===== config.mk =====
export PLATFORM = sky130hd
export DESIGN_NAME = pinned_lru_slot_cache_top
export DESIGN_NICKNAME = d
export VERILOG_FILES = /design/src/hdl/plruc_pkg.sv /design/src/hdl/pinned_lru_slot_cache_top.sv /design/src/hdl/plruc_front.sv /design/src/hdl/plruc_queue.sv /design/src/hdl/plruc_back.sv
export SDC_FILE = /design/constraint.sdc
export NUM_CORES = 1
export LEC_CHECK = 0
export BUFFER_PORTS_ARGS = -buffer_cell sky130_fd_sc_hd__buf_4
export CORE_MARGIN = 4
export CORE_UTILIZATION = 35
export CTS_CLUSTER_SIZE = 16
export DETAILED_ROUTE_END_ITERATION = 8
export SLEW_MARGIN = 5
export SYNTH_ARGS = -nofsm -noshare
export SYNTH_HDL_FRONTEND = slang
export SYNTH_SLANG_ARGS = --single-unit

===== constraint.sdc =====
create_clock -name clk -period 16.1 [get_ports clk]
set_clock_uncertainty 0.05 [all_clocks]
set_input_delay 1.61 -clock clk [delete_from_list [all_inputs] [get_ports clk]]
set_output_delay 1.61 -clock clk [all_outputs]
set_load 0.01 [all_outputs]

===== src/hdl/plruc_pkg.sv =====
// Shared types and constants for the pinned LRU slot cache.
// Used by every module of the block; depends on nothing.
`timescale 1ns / 1ps

package plruc_pkg;

  // default configuration
  localparam int WAYS_DEF        = 4;
  localparam int KEY_WIDTH_DEF   = 64;
  localparam int STAMP_WIDTH_DEF = 32;

  // fixed field widths of the stream words
  localparam int KEY_IN_W   = 64;
  localparam int PIN_W      = 4;
  localparam int SLOT_W     = 2;
  localparam int IN_DATA_W  = 72;
  localparam int OUT_DATA_W = 8;

  // request queue between front and back
  localparam int QUEUE_DEPTH = 2;

  // one lookup result, hit in the lowest bit
  typedef struct packed {
    logic              replaced_valid;
    logic              no_slot;
    logic [SLOT_W-1:0] slot;
    logic              hit;
  } plruc_result_t;

endpackage


===== src/hdl/pinned_lru_slot_cache_top.sv =====
// Top level of the pinned LRU slot cache: input stage, request queue and lookup engine.
// Depends on plruc_pkg, plruc_front, plruc_queue and plruc_back.
`timescale 1ns / 1ps

// Fully associative cache of WAYS entries with least-recently-used replacement.
// Each input word carries a key and a pin mask (bit i keeps way i from eviction);
// each request yields exactly one result word: hit and its way, or the way just
// filled and whether it evicted a valid entry, or no_slot when every way is
// valid and pinned. Every request advances a wrapping use counter that stamps
// the way it touches; stamps compare as plain unsigned values. While the
// receiver keeps out_tready high the block sustains one request per clock: the
// lookup engine does the tag compare, the age scan across all ways and the
// entry update together, so the next request sees the updated entries. A
// request passes the input register, the two-entry request queue and the
// result register. Only the low KEY_WIDTH bits of the key are stored and
// compared. No clearing pass is needed after reset.
module pinned_lru_slot_cache_top #(
  parameter int WAYS        = plruc_pkg::WAYS_DEF,
  parameter int KEY_WIDTH   = plruc_pkg::KEY_WIDTH_DEF,
  parameter int STAMP_WIDTH = plruc_pkg::STAMP_WIDTH_DEF
) (
  input  logic                             clk,
  input  logic                             rst_n,
  input  logic                             in_tvalid,
  output logic                             in_tready,
  // [63:0] key, [67:64] pin_mask, [71:68] zero
  input  logic [plruc_pkg::IN_DATA_W-1:0]  in_tdata,
  output logic                             out_tvalid,
  input  logic                             out_tready,
  // [0] hit, [2:1] slot, [3] no_slot, [4] replaced_valid, [7:5] zero
  output logic [plruc_pkg::OUT_DATA_W-1:0] out_tdata
);
  import plruc_pkg::*;

  localparam int REQ_W = KEY_WIDTH + PIN_W;

  logic             push_valid, push_ready;
  logic [REQ_W-1:0] push_data;
  logic             pop_valid, pop_ready;
  logic [REQ_W-1:0] pop_data;
  plruc_result_t    res;

  // accept and trim requests
  plruc_front #(
    .KEY_WIDTH (KEY_WIDTH)
  ) u_front (
    .clk        (clk),
    .rst_n      (rst_n),
    .in_tvalid  (in_tvalid),
    .in_tready  (in_tready),
    .in_tdata   (in_tdata),
    .push_valid (push_valid),
    .push_ready (push_ready),
    .push_data  (push_data)
  );

  // decoupling queue
  plruc_queue #(
    .DATA_W (REQ_W)
  ) u_queue (
    .clk        (clk),
    .rst_n      (rst_n),
    .push_valid (push_valid),
    .push_ready (push_ready),
    .push_data  (push_data),
    .pop_valid  (pop_valid),
    .pop_ready  (pop_ready),
    .pop_data   (pop_data)
  );

  // lookup and replacement
  plruc_back #(
    .WAYS        (WAYS),
    .KEY_WIDTH   (KEY_WIDTH),
    .STAMP_WIDTH (STAMP_WIDTH)
  ) u_back (
    .clk       (clk),
    .rst_n     (rst_n),
    .req_valid (pop_valid),
    .req_ready (pop_ready),
    .req_data  (pop_data),
    .res_valid (out_tvalid),
    .res_ready (out_tready),
    .res       (res)
  );

  // result word, zero padded
  assign out_tdata = OUT_DATA_W'(res);

endmodule


===== src/hdl/plruc_front.sv =====
// Input stage: takes request words, trims the key and hands requests to the queue.
// Depends on plruc_pkg.
`timescale 1ns / 1ps

module plruc_front #(
  parameter int KEY_WIDTH = plruc_pkg::KEY_WIDTH_DEF
) (
  input  logic                                    clk,
  input  logic                                    rst_n,
  input  logic                                    in_tvalid,
  output logic                                    in_tready,
  input  logic [plruc_pkg::IN_DATA_W-1:0]         in_tdata,
  output logic                                    push_valid,
  input  logic                                    push_ready,
  output logic [KEY_WIDTH+plruc_pkg::PIN_W-1:0]   push_data
);
  import plruc_pkg::*;

  localparam int REQ_W = KEY_WIDTH + PIN_W;

  logic             req_valid_r;
  logic [REQ_W-1:0] req_data_r;
  logic             accept;

  // stage is free when empty or draining into the queue this cycle
  assign in_tready = !req_valid_r || push_ready;
  assign accept    = in_tvalid && in_tready;

  // control
  always_ff @(posedge clk) begin
    if (!rst_n) begin
      req_valid_r <= 1'b0;
    end else if (accept) begin
      req_valid_r <= 1'b1;
    end else if (push_ready) begin
      req_valid_r <= 1'b0;
    end
  end

  // payload: pins above the kept low key bits
  always_ff @(posedge clk) begin
    if (accept) begin
      req_data_r <= {in_tdata[KEY_IN_W +: PIN_W], in_tdata[KEY_WIDTH-1:0]};
    end
  end

  assign push_valid = req_valid_r;
  assign push_data  = req_data_r;

endmodule


===== src/hdl/plruc_queue.sv =====
// Short request queue that decouples the input stage from the lookup engine.
// Depends on plruc_pkg for its depth.
`timescale 1ns / 1ps

module plruc_queue #(
  parameter int DATA_W = plruc_pkg::KEY_WIDTH_DEF + plruc_pkg::PIN_W
) (
  input  logic              clk,
  input  logic              rst_n,
  input  logic              push_valid,
  output logic              push_ready,
  input  logic [DATA_W-1:0] push_data,
  output logic              pop_valid,
  input  logic              pop_ready,
  output logic [DATA_W-1:0] pop_data
);
  import plruc_pkg::*;

  localparam int PTR_W = $clog2(QUEUE_DEPTH);
  localparam int CNT_W = PTR_W + 1;

  logic [DATA_W-1:0] mem [QUEUE_DEPTH];
  logic [PTR_W-1:0]  wr_ptr_r, rd_ptr_r;
  logic [CNT_W-1:0]  count_r;
  logic              push, pop;

  assign push_ready = (count_r != CNT_W'(QUEUE_DEPTH));
  assign pop_valid  = (count_r != '0);
  assign push       = push_valid && push_ready;
  assign pop        = pop_valid && pop_ready;
  assign pop_data   = mem[rd_ptr_r];

  // storage
  always_ff @(posedge clk) begin
    if (push) begin
      mem[wr_ptr_r] <= push_data;
    end
  end

  // pointers and fill count
  always_ff @(posedge clk) begin
    if (!rst_n) begin
      wr_ptr_r <= '0;
      rd_ptr_r <= '0;
      count_r  <= '0;
    end else begin
      if (push) begin
        wr_ptr_r <= wr_ptr_r + 1'b1;
      end
      if (pop) begin
        rd_ptr_r <= rd_ptr_r + 1'b1;
      end
      if (push && !pop) begin
        count_r <= count_r + 1'b1;
      end else if (pop && !push) begin
        count_r <= count_r - 1'b1;
      end
    end
  end

endmodule


===== src/hdl/plruc_back.sv =====
// Lookup engine: tag compare, LRU victim scan, entry update and result register.
// Depends on plruc_pkg.
`timescale 1ns / 1ps

module plruc_back #(
  parameter int WAYS        = plruc_pkg::WAYS_DEF,
  parameter int KEY_WIDTH   = plruc_pkg::KEY_WIDTH_DEF,
  parameter int STAMP_WIDTH = plruc_pkg::STAMP_WIDTH_DEF
) (
  input  logic                                  clk,
  input  logic                                  rst_n,
  input  logic                                  req_valid,
  output logic                                  req_ready,
  input  logic [KEY_WIDTH+plruc_pkg::PIN_W-1:0] req_data,
  output logic                                  res_valid,
  input  logic                                  res_ready,
  output plruc_pkg::plruc_result_t              res
);
  import plruc_pkg::*;

  localparam int IDX_W = $clog2(WAYS);

  // entry state
  logic [WAYS-1:0]        valid_r;
  logic [KEY_WIDTH-1:0]   key_r   [WAYS];
  logic [STAMP_WIDTH-1:0] stamp_r [WAYS];
  logic [STAMP_WIDTH-1:0] counter_r;

  logic                   res_valid_r;
  plruc_result_t          res_r;

  logic [KEY_WIDTH-1:0]   req_key;
  logic [WAYS-1:0]        pins;
  logic [STAMP_WIDTH-1:0] counter_nxt;
  logic                   fire;

  logic                   hit_any;
  logic [IDX_W-1:0]       hit_idx;
  logic                   vic_found;
  logic [IDX_W-1:0]       vic_idx;
  logic [STAMP_WIDTH-1:0] vic_stamp;
  plruc_result_t          res_nxt;

  // request fields; pin bits beyond the way count drop out, missing ones read as zero
  assign req_key     = req_data[KEY_WIDTH-1:0];
  assign pins        = WAYS'(req_data[KEY_WIDTH +: PIN_W]);
  assign counter_nxt = counter_r + 1'b1;
  assign req_ready   = !res_valid_r || res_ready;
  assign fire        = req_valid && req_ready;

  // tag compare, lowest matching way wins
  always_comb begin
    hit_any = 1'b0;
    hit_idx = '0;
    for (int i = WAYS - 1; i >= 0; i--) begin
      if (valid_r[i] && (key_r[i] == req_key)) begin
        hit_any = 1'b1;
        hit_idx = IDX_W'(i);
      end
    end
  end

  // victim scan in way order: empty way always taken, else strictly older stamp
  always_comb begin
    logic [STAMP_WIDTH-1:0] eff_stamp;
    vic_found = 1'b0;
    vic_idx   = '0;
    vic_stamp = '0;
    for (int i = 0; i < WAYS; i++) begin
      eff_stamp = valid_r[i] ? stamp_r[i] : '0;
      if (!(valid_r[i] && pins[i])) begin
        if (!vic_found || !valid_r[i] || (eff_stamp < vic_stamp)) begin
          vic_found = 1'b1;
          vic_idx   = IDX_W'(i);
          vic_stamp = eff_stamp;
        end
      end
    end
  end

  // result word
  always_comb begin
    res_nxt = '0;
    if (hit_any) begin
      res_nxt.hit  = 1'b1;
      res_nxt.slot = SLOT_W'(hit_idx);
    end else if (vic_found) begin
      res_nxt.slot           = SLOT_W'(vic_idx);
      res_nxt.replaced_valid = valid_r[vic_idx];
    end else begin
      res_nxt.no_slot = 1'b1;
    end
  end

  // control state: valid bits, use counter, result handshake
  always_ff @(posedge clk) begin
    if (!rst_n) begin
      valid_r     <= '0;
      counter_r   <= '0;
      res_valid_r <= 1'b0;
    end else begin
      if (fire) begin
        counter_r   <= counter_nxt;
        res_valid_r <= 1'b1;
        if (!hit_any && vic_found) begin
          valid_r[vic_idx] <= 1'b1;
        end
      end else if (res_ready) begin
        res_valid_r <= 1'b0;
      end
    end
  end

  // entry payload and result register
  always_ff @(posedge clk) begin
    if (fire) begin
      res_r <= res_nxt;
      if (hit_any) begin
        stamp_r[hit_idx] <= counter_nxt;
      end else if (vic_found) begin
        key_r[vic_idx]   <= req_key;
        stamp_r[vic_idx] <= counter_nxt;
      end
    end
  end

  assign res_valid = res_valid_r;
  assign res       = res_r;

`ifndef NO_ASSERTIONS
  // a result never claims both a hit and a full cache
  a_hit_excl: assert property (@(posedge clk) disable iff (!rst_n)
    res_valid_r |-> !(res_r.hit && res_r.no_slot))
    else $error("hit and no_slot both set");

  // every processed request advances the use counter by one
  a_counter_step: assert property (@(posedge clk) disable iff (!rst_n)
    fire |=> (counter_r == $past(counter_nxt)))
    else $error("use counter did not advance");

  // once filled, an entry stays valid
  a_valid_keep: assert property (@(posedge clk) disable iff (!rst_n)
    $past(rst_n) |-> ((valid_r & $past(valid_r)) == $past(valid_r)))
    else $error("valid entry was dropped");

  // counter moves only when a request is processed
  a_counter_idle: assert property (@(posedge clk) disable iff (!rst_n)
    (!fire && $past(rst_n)) |=> $stable(counter_r))
    else $error("use counter moved without a request");
`endif

endmodule


# Yosys cells after proc, flatten, opt, wreduce, memory -nomap -nowiden
# Memories as Yosys holds them, arrays and structs flattened. A register that Yosys moved wholly into a read port is not among the register bits.
# Cells that the tools add are included.
word_totals:
  ram_bits: 520
  n_memories: 3
  ff_bits: 115
  output_inout_bits: 10
  input_bits: 76
  word_cells: 129
op_classes:
  magnitude_cmp: 5
  n_reduce_logical: 40
  add_sub_neg: 5
  n_eq_ne: 5
  mux: 57
  n_bitwise: 2
memory_table:
  columns: ["memory", "depth", "width", "rd", "rd_clocked_by_memory_dff", "write_ports", "line_no", "text"]
  rows:
  - ["u_back.key_r", 4, 64, 4, 0, 1, "plruc_back.sv:25", "logic [KEY_WIDTH-1:0] key_r [WAYS];"]
  - ["u_queue.mem", 2, 68, 1, 1, 1, "plruc_queue.sv:22", "logic [DATA_W-1:0] mem [QUEUE_DEPTH];"]
  - ["u_back.stamp_r", 4, 32, 4, 0, 1, "plruc_back.sv:26", "logic [STAMP_WIDTH-1:0] stamp_r [WAYS];"]
ops:
  columns: ["cell", "count"]
  rows:
  - ["32-bit two-way mux", 10]
  - ["64-bit == test", 4]
  - ["32-bit < comparator", 3]
  - ["32-bit by 1-bit adder with 32-bit output (second input constant)", 1]
  - ["32-bit OR reduction", 1]
  - ["1-bit two-way mux", 31]
  - ["2-bit two-way mux", 14]
  - ["1-bit logical AND", 15]
  - ["1-bit logical NOT", 10]
  - ["1-bit logical OR", 8]
  - ["2-bit nonzero test", 4]
  - ["4-bit bitwise OR", 1]
  - ["2-bit by 3-bit < comparator with 1-bit output (second input constant)", 1]
  - ["1-bit adder (second input constant)", 2]
  - ["2-bit by 1-bit adder with 2-bit output (second input constant)", 1]
  - ["1-bit binary-select mux with 2-bit select", 1]
  - ["1-bit demux with 2-bit select", 1]
  - ["2-bit by 1-bit greater-or-equal comparator with 1-bit output (second input constant)", 1]
  - ["2-bit != test (second input constant)", 1]
  - ["2-bit AND reduction", 1]
  - ["2-bit OR reduction", 1]
  - ["2-bit by 1-bit subtractor with 2-bit output (second input constant)", 1]
  - ["1-bit NOT", 1]

# Logic depth before layout (Yosys ltp)
# An unclocked memory read counts as a cell.
depth:
  depth_word: 23
  mapped_depth: 42
  ltp_nobuf: 32

# Modules after synthesis
# Synthesis repeated with hierarchy kept, for this count alone.
hier_totals:
  cells_unflattened: 2139
  hier_area_um2: 29075.4
by_module_without_submodules:
  columns: ["mod", "cells_each", "n_inst", "seq_area_each_um2", "area_per_inst_um2"]
  rows:
  - ["plruc_back", 1826, 1, 12421.9, 21723.3]
  - ["plruc_queue", 236, 1, 4184.0, 5226.3]
  - ["plruc_front", 73, 1, 2062.0, 2099.5]
  - ["pinned_lru_slot_cache_top", 4, 1, 0.0, 26.3]

# Worst setup path after synthesis
# OpenSTA, ideal clock, no wires.
synth_timing:
  path_kind: "flip-flop to flip-flop"
  startpoint: "register with a tool-made name"
  endpoint: "memory u_back.key_r[3][0] in the netlist's numbering, enable pin"
  n_path_buf: 10
  setup_time_ps: 643
  arrival_ps: 14264
  slack_ps: 1142
  t_required_ps: 15407
  path_stages_with_launch: 41
  synth_period_minus_slack_ps: 14958
  path_cell_list: "dfxtp_1 -> buf_6 -> buf_6 -> mux2i_4 -> and2_1 -> clkbuf_1 -> clkbuf_1 -> buf_1 -> nand2_1 -> ha_1 -> and4_1 -> nand4_1 -> or3_1 -> o211ai_2 -> or2_2 -> a31o_2 -> clkbuf_1 -> clkbuf_1 -> [5 not listed] -> a221oi_1 -> o2bb2ai_1 -> or2_2 -> o21bai_1 -> or2_1 -> clkbuf_1 -> buf_2 -> buf_2 -> a21o_1 -> ha_1 -> a21o_1 -> a21o_1 -> a2111oi_0 -> o21ai_0 -> nor3_1 -> nor3_1 -> a31o_2 -> nor4_1"
synth_lines:
  columns: ["element", "line_no"]
  rows:
  - ["to (decl)", "plruc_back.sv:25"]

==> metrics.md <==
| Metric | Value |
|---|---|
| Outcome | `finished clean` |
| EDFF count, synth | `593` |
| Starting density of the core | `0.353` |
| Post-route ant nets | `0` |
| Power Internal | `3.79 mW` |
| Synth area leaders | `edfxtp_1 (64%), xnor2_1 (7.0%), ha_1 (4.3%)` |
| Post-Layout Cell Count | `3243` |
| Comb power frac | `0.322` |
| Distinct cells, synth | `68` |
| Worst hold slack | `0.393 ns` |
| Sink Count | `636` |
| Largest net degree at the start of global routing | `70` |
| Placed instance area | `0.0298 mm²` |
| RSZ-0062 raised after global routing | `false` |
| Post-DP HPWL | `43200 µm` |
| R2r worst-path depth | `33` |
| CTS Buf Count | `68` |
| CP Class | `reg2reg` |
| First-pass GRT wire length | `approximately 96000 µm` |
| Clock share of power | `0.270` |
| Max_cap viols | `0` |
| Initial antenna violation count | `0` |
| # setup viols final | `0` |
| Bufs and invs on worst path | `3` |
| Post-CTS sizing | `0` |
| Compound-Gate Fraction of Synth Area | `0.0607` |
| Dominant synthesized flop cell | `edfxtp_1` |
| Post-CTS setup buffer count | `0` |
| Placement Setup Slack | `about 3.6 ns` |
| Power density over the cells | `179 mW/mm²` |
| Reg power frac | `0.407` |
| CP max FO | `roughly 70` |
| Tcrit/Tclk final | `0.776` |
| Reg-to-reg slack, setup | `3.61 ns` |
| Synth Area per Inst | `between 10 and 15 µm²` |
| Hold_buf cts | `0` |
| Switching power | `1.95 mW` |
| Syn Inst Count | `2024` |
| FF+latch count, synth | `636` |
| Final-report max-slew violation count | `0` |
| Port Buf Inserts | `78` |
| RePlAce Congestion | `about 0.9` |
| Slowest cell on crit path | `o211a_2` |
| Post-synthesis mux area share | `0.0249` |
| Std cell rows | `103` |
| Core ar. | `between 0.07 and 0.08 mm²` |
| Largest family of logic cells by synthesized area | `simple AND/OR/NAND/NOR gates` |
| Area share of fa/ha/maj cells after synthesis | `0.0426` |
| Setup ws final | `3.61 ns` |
| Design area | `0.0320 mm²` |
| Dominant cell type by area after synthesis | `edfxtp_1` |
| Final wirelength | `63000 µm` |
| Layout area overhead | `14.7%` |
| Fin crit period | `about 12 ns` |
| Slowest stage delay, CP | `1.02 ns` |
| Max VDD drop | `0.186 mV` |
| Startpoint Class | `flop` |
| Yosys top cell area share | `0.638` |
| Yosys Warn Count | `0` |
| Diodes inserted | `0` |
| CP Depth | `33` |
| Min-Delay Path Class | `reg2reg` |
| Final total power | `between 5 and 6 mW` |
| Die span in x | `between 200 and 300 µm` |
| Req. time, crit path | `approximately 16 ns` |
| CTS root buffer | `clkbuf_16` |
| Critical path capture point type | `flop` |
| Vias per cell | `between 4 and 5` |
| Vias | `~16k` |
| Top Family by Delay on Critical Path | `compound AO/OA/AOI/OAI gates` |
| Share of cells above drive strength 1 | `0.103` |
| Die Area | `0.0843 mm²` |
| R2r endpoint | `u_back.stamp_r[1][11]$_DFFE_PP_` |
| NumNets Final | `2310` |
| Drt pass-1 iters | `5` |
| Post-synthesis simple-gate area fraction | `0.0980` |
| Post-route DRC | `0` |
| Sw Ratio | `0.340` |
| Total GRT Usage | `0.146` |
| Die extent in y | `between 200 and 300 µm` |
| Vias in the first global route | `16.3k` |
| H-tree levels | `3` |
| Setup TNS Final | `0 ns` |
| Ys async rst share | `0` |
| Sequential cell area fraction in the yosys report | `0.669` |
| Maximum achievable frequency | `0.0801 GHz` |
| Io pins | `between 80 and 90` |
| Drt initial violations | `1195` |
| TritonCTS clock tree | `built` |
| Slew HR | `0.250` |
| Worst setup path end | `u_back.stamp_r[1][11]$_DFFE_PP_` |
| Clk slew on worst S/H paths | `0.06 ns` |
| Global route overflow | `0` |
| Wire per inst | `19.4 µm` |
| Final core utilization | `0.405` |
| Leakage | `11.1 nW` |
| Placed cells | `3119` |
| Mapped Area | `0.0279 mm²` |
| WP data arrival | `12.64 ns` |
| Least-Margin Pin Slew | `1.12 ns` |
| Post-Synth XOR/XNOR Area | `0.0816` |
| Clk buf depth | `3` |
| Worst-Skew Late Latency | `0.61 ns` |
| Hold Violations, Final | `0` |
## final cells by class
type	instances	area, µm²
Tap cell	1050	1310
Multi-Input combinational cell	1228	8660
Clock buffer	86	1820
Sequential cell	636	18700
Inverter	105	394
Clock inverter	38	403
Timing Repair Buffer	100	751
Fill cell	7184	47000
## state kept, by name (all words and copies together), names as in the netlist, 2 cells and up, named ones only
register	count
u_back.res	5
u_back.counter_r	32
u_front.push_data	68
u_queue.count_r	2
u_back.key_r	256
u_back.valid_r	4
u_back.stamp_r	128
u_queue.mem	136
## kinds of logic (layout without fill, tap and decap cells)
logic type / after synthesis / in the layout
XOR/XNOR: 260 / 260
AO/OA/AOI/OAI: 251 / 251
AND/OR/NAND/NOR: 551 / 551
other: 1 / 3
buffers and inverters: 162 / 329
multiplexers: 68 / 68
flip-flops: 636 / 636
adder cells (fa/ha/maj): 95 / 95
## metal layers
metal | vias up | part of all wire | routed length (µm) | global-route usage
met4 | 0 | 0.021 | 1310 | 0.0413
met1 | 7922 | 0.44 | 27500 | 0.189
met3 | 78 | 0.044 | 2780 | 0.0223
met2 | 363 | 0.50 | 31400 | 0.256
met5 | - | 0 | 0 | 0
li1 | 7705 | - | - | -
## how the worst min path moves through the flow
stage | startpoint | end | slack (ns) | cells after the start
finish | u_front.push_data[53]$_DFFE_PP_ | u_queue.mem[1][53]$_DFFE_PP_ | 0.39 | 0
global route | u_front.push_data[56]$_DFFE_PP_ | u_queue.mem[0][56]$_DFFE_PP_ | 0.40 | 0
CTS | u_front.push_data[39]$_DFFE_PP_ | u_queue.mem[1][39]$_DFFE_PP_ | 0.39 | 0
detailed placement | u_front.push_data[39]$_DFFE_PP_ | u_queue.mem[0][39]$_DFFE_PP_ | 0.38 | 0
global placement | u_front.push_data[22]$_DFFE_PP_ | u_queue.mem[0][22]$_DFFE_PP_ | 0.37 | 0
floorplan | u_front.push_data[0]$_DFFE_PP_ | u_queue.mem[0][0]$_DFFE_PP_ | 0.37 | 0
## power groups by stage
stage          sequential, mW  combinational (mW)  clock, mW
6_report                 2.34                1.85       1.55
5_1_grt                  2.36                2.04       1.66
4_1_cts                  2.34                1.87       1.60
3_5_place_dp             2.37                1.86          0
3_3_place_gp             2.37                1.83          0
2_1_floorplan            2.35                1.29          0
## layout by cell type (no fill, tap or decap), types with 15 or more instances in the layout
cell / count
nor4_1: 60
nand4_1: 35
o21ai_0: 42
inv_1: 104
nand2_1: 140
nand3_1: 31
nor2_1: 133
o22ai_1: 16
mux2i_1: 65
nor3_1: 25
xnor2_1: 223
a21oi_1: 49
a31oi_1: 32
or3_1: 15
clkbuf_16: 69
dfxtp_1: 42
ha_1: 95
a21o_1: 38
edfxtp_1: 593
xor2_1: 37
buf_4: 100
and2_1: 66
## Yosys cell counts (11+ instances only)
cell,instances
edfxtp_1,593
xnor2_1,223
nand2_1,140
nor2_1,136
inv_1,104
ha_1,95
and2_1,68
mux2i_1,65
nor4_1,61
a21oi_1,50
dfxtp_1,43
o21ai_0,42
a21o_1,38
clkbuf_1,38
xor2_1,37
nand4_1,35
a31oi_1,32
nand3_1,31
nor3_1,26
o22ai_1,16
or3_1,15
a221oi_1,11
Power figures use the tool's default switching activity.
